$ cat src/hdl/typed_frame_deframer_xor_check_core_defines.svh
// Assertion helpers used by the deframer control module.
`ifndef TYPED_FRAME_DEFRAMER_XOR_CHECK_CORE_DEFINES_SVH
`define TYPED_FRAME_DEFRAMER_XOR_CHECK_CORE_DEFINES_SVH

// Antecedent true in a cycle requires consequent in the same cycle.
`define TFD_ASSERT_IMPLY(label, clk, rst, ante, cons) \
   label: assert property (@(posedge clk) disable iff (rst) (ante) |-> (cons)) \
      else $error("tfd assertion failed");

// Antecedent true in a cycle requires consequent in the following cycle.
`define TFD_ASSERT_NEXT(label, clk, rst, ante, cons) \
   label: assert property (@(posedge clk) disable iff (rst) (ante) |=> (cons)) \
      else $error("tfd assertion failed");

`endif

$ cat src/hdl/tfd_pkg.sv
package tfd_pkg;

   localparam int MAX_FRAME = 32;
   localparam int ADDR_W    = $clog2(MAX_FRAME);
   localparam int LEN_W     = 6;
   localparam int BYTE_W    = 8;
   localparam int NUM_SLOTS = 4;
   localparam int CSR_IDX_W = 3;

   // input item kind, carried on req_tuser
   localparam logic CMD_BYTE = 1'b0;
   localparam logic CMD_GAP  = 1'b1;

   typedef enum logic [1:0] {
      STATUS_GOOD    = 2'd0,
      STATUS_UNKNOWN = 2'd1,
      STATUS_BADCHK  = 2'd2
   } status_type;

   typedef enum logic [2:0] {
      S_HUNT,
      S_BODY,
      S_DISCARD,
      S_ERR_TYPE,
      S_ERR_CHECK,
      S_READ,
      S_EMIT
   } state_type;

   typedef struct packed {
      logic load_type;   // type byte taken: store entry 0, latch length
      logic load_body;   // body byte taken: fold into check, store if not check byte
      logic rd_start;    // good frame: rewind read pointer
      logic rd_next;     // byte delivered: advance read pointer
      logic sel_err;     // output byte is the latched type byte
   } ctrl_cmd_type;

   typedef struct packed {
      logic type_hit;    // incoming byte matches an enabled slot
      logic check_byte;  // incoming body byte is the check byte
      logic xor_ok;      // running XOR with incoming byte is zero
      logic rd_last;     // read pointer is on the last output byte
   } dp_status_type;

endpackage

$ cat src/hdl/typed_frame_deframer_xor_check_core.sv
// Channel   Dir  Ports              Content (lowest bit first)
// req       in   req_tdata/tuser    tdata: rx_byte[7:0]; tuser: cmd (1 = line gap)
// rsp       out  rsp_tdata/tuser    tdata: out_byte[7:0]; tuser: status[1:0]; tlast: last
// csr       in   csr_wr_en/index    write-only, 8 register indexes, data 8 bits
//
// One input transaction is taken per cycle while hunting, collecting or discarding.
// A good frame of N bytes (type plus body less check byte) is emitted one byte at a time:
// each byte passes a read state for the registered frame store read, then an emit state.
// An error result is presented in the cycle after the offending byte.
// Input is not taken while a result burst is pending.
// Reset is synchronous, active high; the frame store is not cleared.
// Either side may stall at will; output holds until rsp_tready.
module typed_frame_deframer_xor_check_core (
   input  logic                          clock,
   input  logic                          reset,
   // input stream
   input  logic                          req_tvalid,
   output logic                          req_tready,
   input  logic [tfd_pkg::BYTE_W-1:0]    req_tdata,   // rx_byte
   input  logic                          req_tuser,   // cmd
   // result stream
   output logic                          rsp_tvalid,
   input  logic                          rsp_tready,
   output logic [tfd_pkg::BYTE_W-1:0]    rsp_tdata,   // out_byte
   output logic [1:0]                    rsp_tuser,   // status
   output logic                          rsp_tlast,
   // configuration writes
   input  logic                          csr_wr_en,
   input  logic [tfd_pkg::CSR_IDX_W-1:0] csr_index,
   input  logic [tfd_pkg::BYTE_W-1:0]    csr_wdata
);
   import tfd_pkg::*;

   ctrl_cmd_type  cmd;
   dp_status_type dp_status;
   status_type    rsp_status;
   logic          req_gap;

   assign req_gap = (req_tuser == CMD_GAP);

   // sequencer: frame phase and result burst
   tfd_ctrl u_ctrl (
      .clock      (clock),
      .reset      (reset),
      .req_tvalid (req_tvalid),
      .req_gap    (req_gap),
      .rsp_tready (rsp_tready),
      .status     (dp_status),
      .req_tready (req_tready),
      .rsp_tvalid (rsp_tvalid),
      .rsp_last   (rsp_tlast),
      .rsp_status (rsp_status),
      .cmd        (cmd)
   );

   // slot table, check accumulator, frame store
   tfd_datapath u_datapath (
      .clock     (clock),
      .reset     (reset),
      .csr_wr_en (csr_wr_en),
      .csr_index (csr_index),
      .csr_wdata (csr_wdata),
      .rx_byte   (req_tdata),
      .cmd       (cmd),
      .status    (dp_status),
      .out_byte  (rsp_tdata)
   );

   assign rsp_tuser = rsp_status;

endmodule

$ cat src/hdl/tfd_datapath.sv
module tfd_datapath (
   input  logic                        clock,
   input  logic                        reset,
   input  logic                        csr_wr_en,
   input  logic [tfd_pkg::CSR_IDX_W-1:0] csr_index,
   input  logic [tfd_pkg::BYTE_W-1:0]  csr_wdata,
   input  logic [tfd_pkg::BYTE_W-1:0]  rx_byte,
   input  tfd_pkg::ctrl_cmd_type       cmd,
   output tfd_pkg::dp_status_type      status,
   output logic [tfd_pkg::BYTE_W-1:0]  out_byte
);
   import tfd_pkg::*;

   logic [BYTE_W-1:0] type_code_ff [NUM_SLOTS];
   logic [LEN_W-1:0]  body_len_ff  [NUM_SLOTS];

   logic [BYTE_W-1:0] frame_store [MAX_FRAME];

   logic [BYTE_W-1:0] type_ff,  type_in;
   logic [BYTE_W-1:0] xor_ff,   xor_in;
   logic [LEN_W-1:0]  exp_ff,   exp_in;
   logic [LEN_W-1:0]  count_ff, count_in;
   logic [ADDR_W-1:0] rd_idx_ff, rd_idx_in;
   logic [BYTE_W-1:0] rd_data_ff;

   logic [LEN_W-1:0]  lookup_len;
   logic              lookup_hit;
   logic [LEN_W-1:0]  count_next;
   logic              wr_en;
   logic [ADDR_W-1:0] wr_addr;

   // config registers: index bit 0 picks length vs type, upper bits the slot
   always_ff @(posedge clock) begin
      if (reset) begin
         for (int s = 0; s < NUM_SLOTS; s++) begin
            type_code_ff[s] <= '0;
            body_len_ff[s]  <= '0;
         end
      end else if (csr_wr_en) begin
         if (csr_index[0]) begin
            body_len_ff[csr_index[CSR_IDX_W-1:1]] <= csr_wdata[LEN_W-1:0];
         end else begin
            type_code_ff[csr_index[CSR_IDX_W-1:1]] <= csr_wdata;
         end
      end
   end

   // slot lookup, lowest slot wins, length saturated to store depth
   always_comb begin
      lookup_len = '0;
      lookup_hit = 1'b0;
      for (int s = NUM_SLOTS - 1; s >= 0; s--) begin
         if ((body_len_ff[s] != '0) && (type_code_ff[s] == rx_byte)) begin
            lookup_hit = 1'b1;
            lookup_len = (body_len_ff[s] > LEN_W'(MAX_FRAME)) ? LEN_W'(MAX_FRAME)
                                                               : body_len_ff[s];
         end
      end
   end

   assign count_next = count_ff + LEN_W'(1);

   always_comb begin
      type_in   = type_ff;
      xor_in    = xor_ff;
      exp_in    = exp_ff;
      count_in  = count_ff;
      rd_idx_in = rd_idx_ff;
      wr_en     = 1'b0;
      wr_addr   = '0;
      if (cmd.load_type) begin
         type_in  = rx_byte;
         xor_in   = rx_byte;
         exp_in   = lookup_len;
         count_in = '0;
         wr_en    = 1'b1;
      end
      if (cmd.load_body) begin
         xor_in = xor_ff ^ rx_byte;
         if (!status.check_byte) begin
            wr_en    = 1'b1;
            wr_addr  = count_next[ADDR_W-1:0];
            count_in = count_next;
         end
      end
      if (cmd.rd_start) begin
         rd_idx_in = '0;
      end
      if (cmd.rd_next) begin
         rd_idx_in = rd_idx_ff + ADDR_W'(1);
      end
   end

   always_ff @(posedge clock) begin
      if (reset) begin
         xor_ff    <= '0;
         exp_ff    <= '0;
         count_ff  <= '0;
         rd_idx_ff <= '0;
      end else begin
         xor_ff    <= xor_in;
         exp_ff    <= exp_in;
         count_ff  <= count_in;
         rd_idx_ff <= rd_idx_in;
      end
   end

   always_ff @(posedge clock) begin
      type_ff <= type_in;
   end

   // frame store, one write port, registered read
   always_ff @(posedge clock) begin
      if (wr_en) begin
         frame_store[wr_addr] <= rx_byte;
      end
      rd_data_ff <= frame_store[rd_idx_ff];
   end

   assign status.type_hit   = lookup_hit;
   assign status.check_byte = (count_next >= exp_ff);
   assign status.xor_ok     = ((xor_ff ^ rx_byte) == '0);
   assign status.rd_last    = (({1'b0, rd_idx_ff} + LEN_W'(1)) == exp_ff);

   assign out_byte = cmd.sel_err ? type_ff : rd_data_ff;

endmodule

$ cat src/hdl/tfd_ctrl.sv
`include "typed_frame_deframer_xor_check_core_defines.svh"

module tfd_ctrl (
   input  logic                   clock,
   input  logic                   reset,
   input  logic                   req_tvalid,
   input  logic                   req_gap,
   input  logic                   rsp_tready,
   input  tfd_pkg::dp_status_type status,
   output logic                   req_tready,
   output logic                   rsp_tvalid,
   output logic                   rsp_last,
   output tfd_pkg::status_type    rsp_status,
   output tfd_pkg::ctrl_cmd_type  cmd
);
   import tfd_pkg::*;

   state_type state_ff, state_in;
   logic      req_fire;
   logic      byte_fire;

   assign req_fire  = req_tvalid && req_tready;
   assign byte_fire = req_fire && !req_gap;

   always_comb begin
      state_in = state_ff;
      case (state_ff)
         S_HUNT: begin
            if (byte_fire) state_in = status.type_hit ? S_BODY : S_ERR_TYPE;
         end
         S_BODY: begin
            if (byte_fire && status.check_byte) begin
               state_in = status.xor_ok ? S_READ : S_ERR_CHECK;
            end
         end
         S_DISCARD: begin
            if (req_fire && req_gap) state_in = S_HUNT;
         end
         S_ERR_TYPE, S_ERR_CHECK: begin
            if (rsp_tready) state_in = S_DISCARD;
         end
         S_READ: begin
            state_in = S_EMIT;
         end
         S_EMIT: begin
            if (rsp_tready) state_in = status.rd_last ? S_HUNT : S_READ;
         end
         default: begin
            state_in = S_HUNT;
         end
      endcase
   end

   always_ff @(posedge clock) begin
      if (reset) begin
         state_ff <= S_HUNT;
      end else begin
         state_ff <= state_in;
      end
   end

   always_comb begin
      req_tready    = 1'b0;
      rsp_tvalid    = 1'b0;
      rsp_last      = 1'b0;
      rsp_status    = STATUS_GOOD;
      cmd           = '0;
      case (state_ff)
         S_HUNT: begin
            req_tready    = 1'b1;
            cmd.load_type = byte_fire;
         end
         S_BODY: begin
            req_tready    = 1'b1;
            cmd.load_body = byte_fire;
            cmd.rd_start  = byte_fire && status.check_byte && status.xor_ok;
         end
         S_DISCARD: begin
            req_tready = 1'b1;
         end
         S_ERR_TYPE: begin
            rsp_tvalid  = 1'b1;
            rsp_last    = 1'b1;
            rsp_status  = STATUS_UNKNOWN;
            cmd.sel_err = 1'b1;
         end
         S_ERR_CHECK: begin
            rsp_tvalid  = 1'b1;
            rsp_last    = 1'b1;
            rsp_status  = STATUS_BADCHK;
            cmd.sel_err = 1'b1;
         end
         S_READ: begin
         end
         S_EMIT: begin
            rsp_tvalid  = 1'b1;
            rsp_last    = status.rd_last;
            cmd.rd_next = rsp_tready && !status.rd_last;
         end
         default: begin
         end
      endcase
   end

   `TFD_ASSERT_IMPLY(a_no_overlap, clock, reset, rsp_tvalid, !req_tready)
   `TFD_ASSERT_IMPLY(a_err_is_last, clock, reset, rsp_tvalid && (rsp_status != STATUS_GOOD), rsp_last)
   `TFD_ASSERT_NEXT(a_start_reads, clock, reset, cmd.rd_start, state_ff == S_READ)
   `TFD_ASSERT_NEXT(a_read_then_emit, clock, reset, state_ff == S_READ, state_ff == S_EMIT)
   `TFD_ASSERT_NEXT(a_err_to_discard, clock, reset, rsp_tvalid && rsp_tready && cmd.sel_err, state_ff == S_DISCARD)

endmodule

$ cat config.mk
export PLATFORM = sky130hd
export DESIGN_NAME = typed_frame_deframer_xor_check_core
export DESIGN_NICKNAME = d
export VERILOG_FILES = /design/src/hdl/tfd_pkg.sv /design/src/hdl/typed_frame_deframer_xor_check_core.sv /design/src/hdl/tfd_datapath.sv /design/src/hdl/tfd_ctrl.sv
export VERILOG_INCLUDE_DIRS = /design/src /design/src/hdl
export SDC_FILE = /design/constraint.sdc
export NUM_CORES = 1
export LEC_CHECK = 0
export BUFFER_PORTS_ARGS = -buffer_cell sky130_fd_sc_hd__buf_2
export CORE_MARGIN = 4
export CORE_UTILIZATION = 45
export CTS_BUF_LIST = sky130_fd_sc_hd__clkbuf_8
export DETAILED_ROUTE_END_ITERATION = 10
export MAX_ROUTING_LAYER = met4
export SLEW_MARGIN = 25
export SYNTH_ARGS = -nofsm -noshare
export SYNTH_HDL_FRONTEND = slang
export SYNTH_SLANG_ARGS = --single-unit
$ cat constraint.sdc
create_clock -name clock -period 4.42 [get_ports clock]
set_input_delay 0.442 -clock clock [delete_from_list [all_inputs] [get_ports clock]]
set_output_delay 0.442 -clock clock [all_outputs]
set_load 0.01 [all_outputs]
==> flow_summary.json, run 1 <==
{
  "syn_nets": 930,
  "synthAdderAreaFrac_pct": 0.668,
  "holdWs_ns": 0.203,
  "worst_slew_pin_slew_ns": 1.05,
  "ir_drop_uv": 240,
  "clk_pin_slew_worst_paths_ns": 0.06,
  "grt_antenna_before_repair": 1,
  "r2r_start": "u_datapath.count_ff[0]$_SDFF_PP0_",
  "post-cts-setup-buffers": 0,
  "ant_nets": 0,
  "vias_per_cell": 5.54,
  "use_met1_pct": 27.0,
  "cts_max_path_buffers": 3,
  "grtUsageMet3_pct": 3.94,
  "synth_warnings": 0,
  "first_iter_violations": 508,
  "vias": 8220,
  "async_flop_share_pct": 0,
  "leakage_nw": 5.55,
  "layout_setup_ws_ns": 0.484,
  "final_max_slew_viol_count": 0,
  "root_buffer": "clkbuf_8",
  "die_area_um2": 36300,
  "final_nets": 1025,
  "h-tree-depth": 2,
  "synthMuxAreaShare_pct": 13.4,
  "initial_core_util_pct": 45.8,
  "status": "finished clean",
  "synth-xor-area-share_pct": 2.81,
  "die_w_um": 190,
  "synth_area_um2": 15000,
  "grt_pass1_wl_um": 51800,
  "crit_required_ns": 4.66,
  "io_buffers": 37,
  "synth-main-ff-cell": "edfxtp_1",
  "synthCells": 897,
  "fin_worst_skew_ns": 0.0360,
  "preCtsSetupSlack_ns": 0.449,
  "powerDensity_nw_per_um2": 404,
  "period_needed_ns": 3.94,
  "clk_latency_ns": 0.62,
  "seq_area_frac_synth_pct": 68.9,
  "criticalPathCategory": "reg2reg",
  "cts_tree": "built",
  "grt_pass1_vias": 8375,
  "drcViolationCount": 0,
  "reg2reg_slack_ns": 0.48,
  "synth_top_family_by_area": "multiplexers",
  "timing.fmax_ghz": 0.254,
  "met2_usage_pct": 30.2,
  "num_rows": 66,
  "r2r_cells": 12,
  "cp_max_fo": 12,
  "avgSynthCellArea_um2": 16.7,
  "grt-busiest-layer": "met2",
  "cp-startpoint": "u_datapath.count_ff[0]$_SDFF_PP0_",
  "tns_ns": 0,
  "cp-end-kind": "register",
  "track_usage_pct": 19.6,
  "cts_sinks": 356,
  "wl_um": 33800,
  "overflow": 0,
  "hp-class": "in2reg",
  "rsz0062_at_grt": "no",
  "cts_hold_buffers": 0,
  "syn_to_final_growth_pct": 12.9,
  "core_area_um2": 32700,
  "wl_per_cell_um": 22.8,
  "crit_end": "u_datapath.frame_store[31][4]$_DFFE_PP_",
  "critPathArrivalTime_ns": 4.18,
  "cap_violations": 0,
  "die_h_um": 190,
  "synth_edf_count": 320,
  "dpl.hpwl_um": 22300,
  "finalSetupViolCount": 0,
  "pin_count": 38,
  "routabilityCongestion": 0.827,
  "cts_buffers": 57,
  "dr.pass1.iters": 5,
  "synth_seq_cells": 356,
  "synth-simple-area-share_pct": 8.42,
  "min_period_over_period_pct": 89.0,
  "post_cts_resized": 0,
  "r2r-end": "u_datapath.frame_store[31][4]$_DFFE_PP_",
  "max-slew-margin-rel_pct": 29.6,
  "drive_gt1_share_pct": 24.6,
  "hold_violations": 0,
  "synthDistinctLibCells": 56,
  "synth-compound-area-share_pct": 3.97,
  "startpoint_type": "register",
  "grt_max_degree": 65
}
==> layout by cell type, fill, tap and decap left out, types with 4 or more instances in the layout <==
cell	count
nand2b_1	9
xor2_1	20
nand3_1	15
a21o_1	4
nor3_1	15
a221oi_1	4
o21ai_1	4
dfxtp_1	34
nand2_1	33
and2_1	57
or3_1	5
a41o_1	4
mux4_2	80
ha_1	8
or2_1	7
a211oi_1	5
inv_1	39
nand4_1	7
buf_2	37
nor4_1	6
mux2_2	17
or2_2	4
a311oi_1	4
clkbuf_8	58
o22ai_1	8
nand3b_1	4
nor2b_1	4
nor2_1	56
edfxtp_1	320
clkinv_1	13
o31ai_1	5
xnor2_1	28
nor3b_1	7
clkinv_2	5
o21ai_0	5
buf_4	42
a21oi_1	30
==> sequential cells by signal, summed over array words and instances, names as in the netlist <==
signal                   count
u_datapath.exp_ff            6
u_datapath.rd_data_ff        8
u_datapath.rd_idx_ff         5
u_datapath.frame_store     256
u_datapath.type_code_ff     32
u_datapath.count_ff          6
u_ctrl.state_ff              3
u_datapath.type_ff           8
u_datapath.xor_ff            8
u_datapath.body_len_ff      24
==> cells in the mapped netlist (all sizes together) (2+ instances only) <==
cell type  count  area [µm²]
nand2         33         124
a21oi         30         150
a21boi         3        22.5
nand4          7        43.8
clkbuf        25        93.8
or3            5        31.3
mux2          18         203
a221oi         4        35.0
inv           16        60.1
nor2          57         214
and3           2        12.5
a21o           4        30.0
xnor2         28         245
o211ai         3        22.5
and4           2        17.5
nor3          16        85.1
o31ai          5        37.5
a211oi         6        50.1
and2          57         357
edfxtp       320        9610
nand2b         9        56.3
xor2          20         175
nor2b          4        25.0
o21ai          9        45.0
or4            3        22.5
a41o           4        40.0
ha             8         100
nand3         15        75.1
mux4          80        1800
nor3b          7        52.6
o22ai          8        50.1
buf           18         120
a311oi         4        35.0
nor4           6        37.5
or2           11        68.8
dfxtp         36         721
nand3b         4        30.0
==> worst max-delay path, cell delays in order, from the launching register on <==
cell      delay [ns]
dfxtp_1         0.55
ha_1            0.27
nand3_1         0.10
xor2_1          0.39
inv_1           0.12
ha_1            0.31
a21o_1          0.17
a21oi_1         0.12
o21ai_1         0.16
or2_1           0.32
nor2_1          0.25
nand3b_1        0.24
nor2_1          0.57
==> kinds of logic (layout without fill, tap and decap cells) <==
group                    Yosys count  after routing
buffers and inverters             59            202
other                              0              1
multiplexers                      98             98
AO/OA/AOI/OAI                     89             89
flip-flops                       356            356
AND/OR/NAND/NOR                  239            239
XOR/XNOR                          48             48
adder cells (fa/ha/maj)            8              8
==> layer usage <==
layer,vias to the layer above,share of wire [%]
li1,3720,-
met1,4182,44
met2,253,47
met3,65,6.2
met4,0,2.4
met5,-,0
==> metrics by stage <==
| step | cells | utilization [%] | cell area (µm²) | total power [mW] |
|---|---|---|---|---|
| finish | 1483 | 51.8 | 16900 | 6.83 |
| global route | 1483 | 51.8 | 16900 | 7.10 |
| CTS | 1482 | 51.7 | 16900 | 6.90 |
| detailed placement | 1375 | 48.4 | 15800 | 4.22 |
| global placement | 1375 | 48.4 | 15800 | 4.22 |
| floorplan | 897 | - | 15000 | 4.06 |
==> worst min-delay path by stage <==
stage	to	slack [ns]	cells after the start	from
after floorplan	u_datapath.count_ff[5]$_SDFF_PP0_	0.46	2	u_datapath.count_ff[5]$_SDFF_PP0_
after global routing	u_datapath.frame_store[22][6]$_DFFE_PP_	0.18	1	req_tdata[6]
after global placement	u_datapath.count_ff[5]$_SDFF_PP0_	0.49	2	u_datapath.count_ff[5]$_SDFF_PP0_
final	u_datapath.frame_store[22][6]$_DFFE_PP_	0.20	1	req_tdata[6]
after CTS	u_datapath.frame_store[22][6]$_DFFE_PP_	0.18	1	req_tdata[6]
after detailed placement	u_datapath.count_ff[5]$_SDFF_PP0_	0.48	2	u_datapath.count_ff[5]$_SDFF_PP0_
==> final cells by class <==
class,instances,area (µm²)
diodes,1,2.50
clock buffers,58,798
clock inverters,49,293
fillers,2736,15800
inverters,16,60.1
multi-input cells,482,4380
flip-flops and latches,356,10300
well taps,442,553
repair buffers,79,500
==> power by group <==
part | internal [mW] | leakage [nW] | switching, mW
combinational | 0.134 | 1.69 | 0.234
clock | 1.40 | 0.646 | 1.28
sequential | 3.74 | 3.21 | 0.0436
total | 5.28 | 5.55 | 1.56
Note: power is estimated with default switching activity, not from simulation.
==> run 2: changes to the inputs <==
--- a/config.mk
+++ b/config.mk
@@ -7,6 +7,7 @@
 export NUM_CORES = 1
 export LEC_CHECK = 0
 export BUFFER_PORTS_ARGS = -buffer_cell sky130_fd_sc_hd__buf_2
+export CORE_ASPECT_RATIO = 0.8
 export CORE_MARGIN = 4
 export CORE_UTILIZATION = 45
 export CTS_BUF_LIST = sky130_fd_sc_hd__clkbuf_8
==> run 2 against run 1 <==
Against the previous run:
- routed wire length is 1.6% higher
- worst setup slack worse by 0.021 ns
- non-clock buffer count stayed put
- register-to-register slack worse by 0.02 ns
- sequential power hardly changed
- clock skew hardly changed
- first-iteration DRC count is 56% higher
- design area hardly changed
- maximum frequency is 0.54% lower
- flip-flop and latch count stayed put
- die area hardly changed
- critical path type unchanged
==> flow_summary.json, run 2 (synthesis gave the netlist of run 1 again) <==
{
  "critPathArrivalTime_ns": 4.19,
  "layout_common_cells": "320 x edfxtp_1, 80 x mux4_2, 62 x clkbuf_8, 57 x and2_1, 56 x nor2_1",
  "die_w_um": 212,
  "post_cts_resized": 0,
  "tns_ns": 0,
  "rsz0062_at_grt": "no",
  "ir_drop_uv": 356,
  "criticalPathCategory": "reg2reg",
  "crit_required_ns": 4.65,
  "placed_cells": 1360,
  "drive_gt1_share_pct": 25.3,
  "startpoint_type": "register",
  "clk_pin_slew_worst_paths_ns": 0.07,
  "cpLargestDelayFamily": "simple AND/OR/NAND/NOR gates",
  "finalSetupViolCount": 0,
  "grt_antenna_before_repair": 0,
  "worst-path-buf-inv": 1,
  "syn_to_final_growth_pct": 13.0,
  "cts_max_path_buffers": 3,
  "grt_max_degree": 44,
  "fill_cells": 2704,
  "regMostFlops": "u_datapath.frame_store",
  "diodes": 0,
  "final_common_cell": "edfxtp_1",
  "timing.fmax_ghz": 0.253,
  "worst_slew_pin_slew_ns": 0.874,
  "final_nets": 1021,
  "vias": 8163,
  "die_h_um": 171,
  "powerDensity_nw_per_um2": 409,
  "hp-class": "in2reg",
  "fin_worst_skew_ns": 0.0358,
  "reg_top3": "u_datapath.frame_store: 256 flops, u_datapath.type_code_ff: 32 flops, u_datapath.body_len_ff: 24 flops",
  "overflow": 0,
  "path_cells": "ha_1, nand3_1, xor2_1, inv_1, ha_1, a21o_1, a21oi_1, o21ai_1, or2_1, nor2_1, o21ai_1, nor2_1",
  "cp-end-kind": "register",
  "largest_reg_flops": 256,
  "cts_tree": "built",
  "num_rows": 59,
  "grt_pass1_wl_um": 52100,
  "leakage_nw": 5.56,
  "cts_buffers": 53,
  "routabilityCongestion": 0.829,
  "max-slew-margin-rel_pct": 41.7,
  "hold_violations": 0,
  "root_buffer": "clkbuf_8",
  "core_area_um2": 32700,
  "cp_max_fo": 12,
  "cpPeakStageDelay_ns": 0.57,
  "status": "finished clean",
  "track_usage_pct": 20.0,
  "dpl.hpwl_um": 22300,
  "pin_count": 38,
  "multi_input_area_um2": 4380,
  "grt_pass1_vias": 8189,
  "reg2reg_slack_ns": 0.46,
  "die_area_um2": 36300,
  "wl_um": 34300,
  "clk_latency_ns": 0.61,
  "drcViolationCount": 0,
  "vias_per_cell": 5.60,
  "cts_sinks": 356,
  "dr.pass1.iters": 5,
  "ant_nets": 0,
  "instances_no_fill": 1458,
  "period_needed_ns": 3.96,
  "cp_slowest_cell": "nor2_1",
  "seqCellArea_um2": 10300,
  "h-tree-depth": 2,
  "initial_core_util_pct": 45.8,
  "cap_violations": 0,
  "first_iter_violations": 793,
  "min_period_over_period_pct": 89.5,
  "final_max_slew_viol_count": 0,
  "post-cts-setup-buffers": 0,
  "wl_per_cell_um": 23.6,
  "fin_total_pwr_mw": 6.92,
  "cts_hold_buffers": 0,
  "io_buffers": 37
}
[run 2: cell types whose count changed in the layout (fill, tap and decap cells not counted), sizes merged]
| cell | previous run | this run |
|---|---|---|
| clkbuf | 58 | 62 |
| diode | 1 | 0 |
| clkinv | 18 | 7 |
| inv | 43 | 40 |
| bufinv | 3 | 4 |
[run 2: final cells by class]
| cell class | instances | share of cell area (%) |
|---|---|---|
| Multi-Input combinational cell | 482 | 25.9 |
| Clock inverter | 36 | 1.57 |
| Clock buffer | 62 | 5.04 |
| Tap cell | 427 | 3.16 |
| Timing Repair Buffer | 79 | 2.96 |
| Sequential cell | 356 | 61.0 |
| Inverter | 16 | 0.355 |
[run 2: stage by stage]
stage                     area, µm²  hold WS, ns  worst slack, ns  util (%)
after detailed placement      15800        0.477            0.478      48.3
after floorplan               15000        0.460             1.23         -
after global routing          16900        0.224           0.0969      51.8
after CTS                     16900        0.219            0.493      51.8
final                         16900        0.246            0.463      51.8
after global placement        15800        0.480            0.592      48.3
[run 2: worst register-to-register path, delay by kind of cell (launching register included)]
family	cells	cell delay [ns]
AO/OA/AOI/OAI	4	0.69
buffers and inverters	1	0.13
adder cells (fa/ha/maj)	2	0.59
XOR/XNOR	1	0.39
AND/OR/NAND/NOR	4	1.26
flip-flops	1	0.56
[run 2: worst paths after layout]
| path | start | end | cells after the start |
|---|---|---|---|
| setup / recovery | u_datapath.count_ff[0]$_SDFF_PP0_ | u_datapath.frame_store[16][0]$_DFFE_PP_ | 12 |
| hold / removal | csr_wdata[6] | u_datapath.type_code_ff[0][6]$_SDFFCE_PN0P_ | 2 |
| setup reg to reg | u_datapath.count_ff[0]$_SDFF_PP0_ | u_datapath.frame_store[16][0]$_DFFE_PP_ | 12 |
| hold reg to reg | u_datapath.count_ff[5]$_SDFF_PP0_ | u_datapath.count_ff[5]$_SDFF_PP0_ | 2 |
[run 2: layer usage]
layer / wire [µm] / GRT usage, %
met3: 2560 / 3.87
met4: 599 / 4.48
met5: 0 / -
met1: 15900 / 29.9
met2: 15200 / 28.7
[run 2: power by group]
part,switching (mW),internal (mW)
Clock,1.26,1.52
Sequential,0.0458,3.74
Combinational,0.232,0.132
Total,1.53,5.39
==> run 3: changes to the inputs <==
--- a/config.mk
+++ b/config.mk
@@ -10,9 +10,9 @@
 export CORE_ASPECT_RATIO = 0.8
 export CORE_MARGIN = 4
 export CORE_UTILIZATION = 45
-export CTS_BUF_LIST = sky130_fd_sc_hd__clkbuf_8
 export DETAILED_ROUTE_END_ITERATION = 10
 export MAX_ROUTING_LAYER = met4
+export SKIP_LAST_GASP = 1
 export SLEW_MARGIN = 25
 export SYNTH_ARGS = -nofsm -noshare
 export SYNTH_HDL_FRONTEND = slang
==> run 3 against run 2 <==
Against the previous run:
- largest cell class unchanged
- largest power group unchanged
- clock-buffer cell count down 15
- clock skew fell by 0.018 ns
- sequential share of layout area hardly changed
==> flow_summary.json, run 3 (synthesis gave the netlist of run 1 again) <==
{
  "status": "finished clean",
  "drive_gt1_share_pct": 23.4,
  "cap_violations": 0,
  "grt-busiest-layer": "met1",
  "dr.pass1.iters": 5,
  "vias_per_cell": 5.72,
  "die_h_um": 171,
  "die_area_um2": 36300,
  "dpl.hpwl_um": 22300,
  "post_cts_resized": 0,
  "fin_total_pwr_mw": 7.03,
  "routabilityCongestion": 0.829,
  "wl_um": 34000,
  "final_common_cell": "edfxtp_1",
  "num_rows": 59,
  "post-cts-setup-buffers": 0,
  "r2r-end": "u_datapath.frame_store[16][2]$_DFFE_PP_",
  "grt_pass1_wl_um": 51800,
  "regMostFlops": "u_datapath.frame_store",
  "die_w_um": 212,
  "rsz0062_at_grt": "no",
  "period_needed_ns": 3.97,
  "cts_sinks": 356,
  "vias": 8145,
  "grtUsageMet3_pct": 4.12,
  "grt_pass1_vias": 8179,
  "cts_max_path_buffers": 3,
  "first_iter_violations": 849,
  "cts_hold_buffers": 0,
  "final_nets": 1004,
  "h-tree-depth": 2,
  "cts_buffers": 36,
  "io_buffers": 37,
  "reg2reg_slack_ns": 0.45,
  "preCtsSetupSlack_ns": 0.478,
  "multi_input_area_um2": 4380,
  "cp-startpoint": "u_datapath.count_ff[0]$_SDFF_PP0_",
  "syn_to_final_growth_pct": 12.9,
  "timing.fmax_ghz": 0.252,
  "grt_antenna_before_repair": 0,
  "tns_ns": 0,
  "min_period_over_period_pct": 89.9,
  "final_max_slew_viol_count": 0,
  "critPathArrivalTime_ns": 4.13,
  "cts_tree": "built",
  "layout_setup_ws_ns": 0.446,
  "clk_latency_ns": 0.52,
  "ir_drop_uv": 206,
  "core_area_um2": 32700,
  "wl_per_cell_um": 23.9,
  "ant_nets": 0,
  "startpoint_type": "register",
  "layout_common_cells": "320 x edfxtp_1, 80 x mux4_2, 57 x and2_1, 56 x nor2_1, 42 x buf_4",
  "finalSetupViolCount": 0,
  "track_usage_pct": 19.8,
  "largest_reg_flops": 256,
  "grt_max_degree": 44,
  "initial_core_util_pct": 45.8,
  "worst_slew_pin_slew_ns": 0.857,
  "cp-end-kind": "register",
  "fill_cells": 2685,
  "drcViolationCount": 0,
  "r2r_start": "u_datapath.count_ff[0]$_SDFF_PP0_",
  "crit_end": "u_datapath.frame_store[16][2]$_DFFE_PP_",
  "postPlaceCellArea_um2": 15800,
  "max-slew-margin-rel_pct": 42.8,
  "hold_violations": 0,
  "clk_pin_slew_worst_paths_ns": 0.06,
  "hp-class": "in2reg",
  "reg_top3": "u_datapath.frame_store: 256 flops, u_datapath.type_code_ff: 32 flops, u_datapath.body_len_ff: 24 flops",
  "overflow": 0,
  "powerDensity_nw_per_um2": 416,
  "root_buffer": "clkbuf_16",
  "cp_max_fo": 12,
  "leakage_nw": 5.44,
  "use_met1_pct": 29.3,
  "crit_required_ns": 4.57,
  "diodes": 0,
  "seqCellArea_um2": 10300,
  "fin_worst_skew_ns": 0.0180,
  "criticalPathCategory": "reg2reg",
  "r2r_cells": 12,
  "pin_count": 38,
  "met2_usage_pct": 28.7,
  "final_area_um2": 16900
}
==> run 3: cell count changes in the layout (fill, tap and decap cells not counted), moves of 2 or more <==
cell,delta
inv_6,+2
clkbuf_1,+10
inv_8,-2
bufinv_16,-2
inv_1,-22
clkinv_1,+6
clkbuf_8,-62
clkbuf_16,+37
==> run 3: cell type report <==
cell class	count	area share [%]
clock buffer	47	5.69
clock inverter	18	0.843
inverter	16	0.355
multi-input combinational	482	25.9
sequential	356	61.1
tap	427	3.16
timing repair buffer	79	2.96
==> run 3: through the flow <==
step / utilization, % / instances / hold WS, ns
floorplan: - / 897 / 0.460
global placement: 48.3 / 1360 / 0.480
detailed placement: 48.3 / 1360 / 0.477
CTS: 51.7 / 1425 / 0.303
global route: 51.7 / 1425 / 0.320
finish: 51.7 / 1425 / 0.314
==> run 3: routing by layer <==
layer / up-vias / part of all wire, %
met2: 336 / 44
met3: 50 / 8.4
met5: - / 0
met1: 4093 / 45
li1: 3666 / -
met4: 0 / 1.9
==> run 3: where the power goes <==
group | internal [mW] | switching, mW
combinational | 0.132 | 0.233
clock | 1.66 | 1.23
sequential | 3.74 | 0.0457
total | 5.53 | 1.50
==> run 3: worst min path at each step <==
stage | from | end | slack [ns] | depth (start not counted)
floorplan | u_datapath.count_ff[5]$_SDFF_PP0_ | u_datapath.count_ff[5]$_SDFF_PP0_ | 0.46 | 2
global route | csr_wdata[7] | u_datapath.type_code_ff[1][7]$_SDFFCE_PN0P_ | 0.32 | 2
CTS | req_tuser | u_ctrl.state_ff[0]$_SDFFE_PP0P_ | 0.30 | 4
detailed placement | u_datapath.count_ff[5]$_SDFF_PP0_ | u_datapath.count_ff[5]$_SDFF_PP0_ | 0.48 | 2
finish | csr_wdata[6] | u_datapath.type_code_ff[0][6]$_SDFFCE_PN0P_ | 0.31 | 2
global placement | u_datapath.count_ff[5]$_SDFF_PP0_ | u_datapath.count_ff[5]$_SDFF_PP0_ | 0.48 | 2
==> run 3: worst max-delay path, cell delays in order, from the launching register on <==
cell,delay [ns]
dfxtp_1,0.56
ha_1,0.27
nand3_1,0.11
xor2_1,0.38
inv_1,0.13
ha_1,0.32
a21o_1,0.16
a21oi_1,0.13
o21ai_1,0.14
or2_1,0.32
nor2_1,0.26
o21ai_1,0.26
nor2_1,0.58
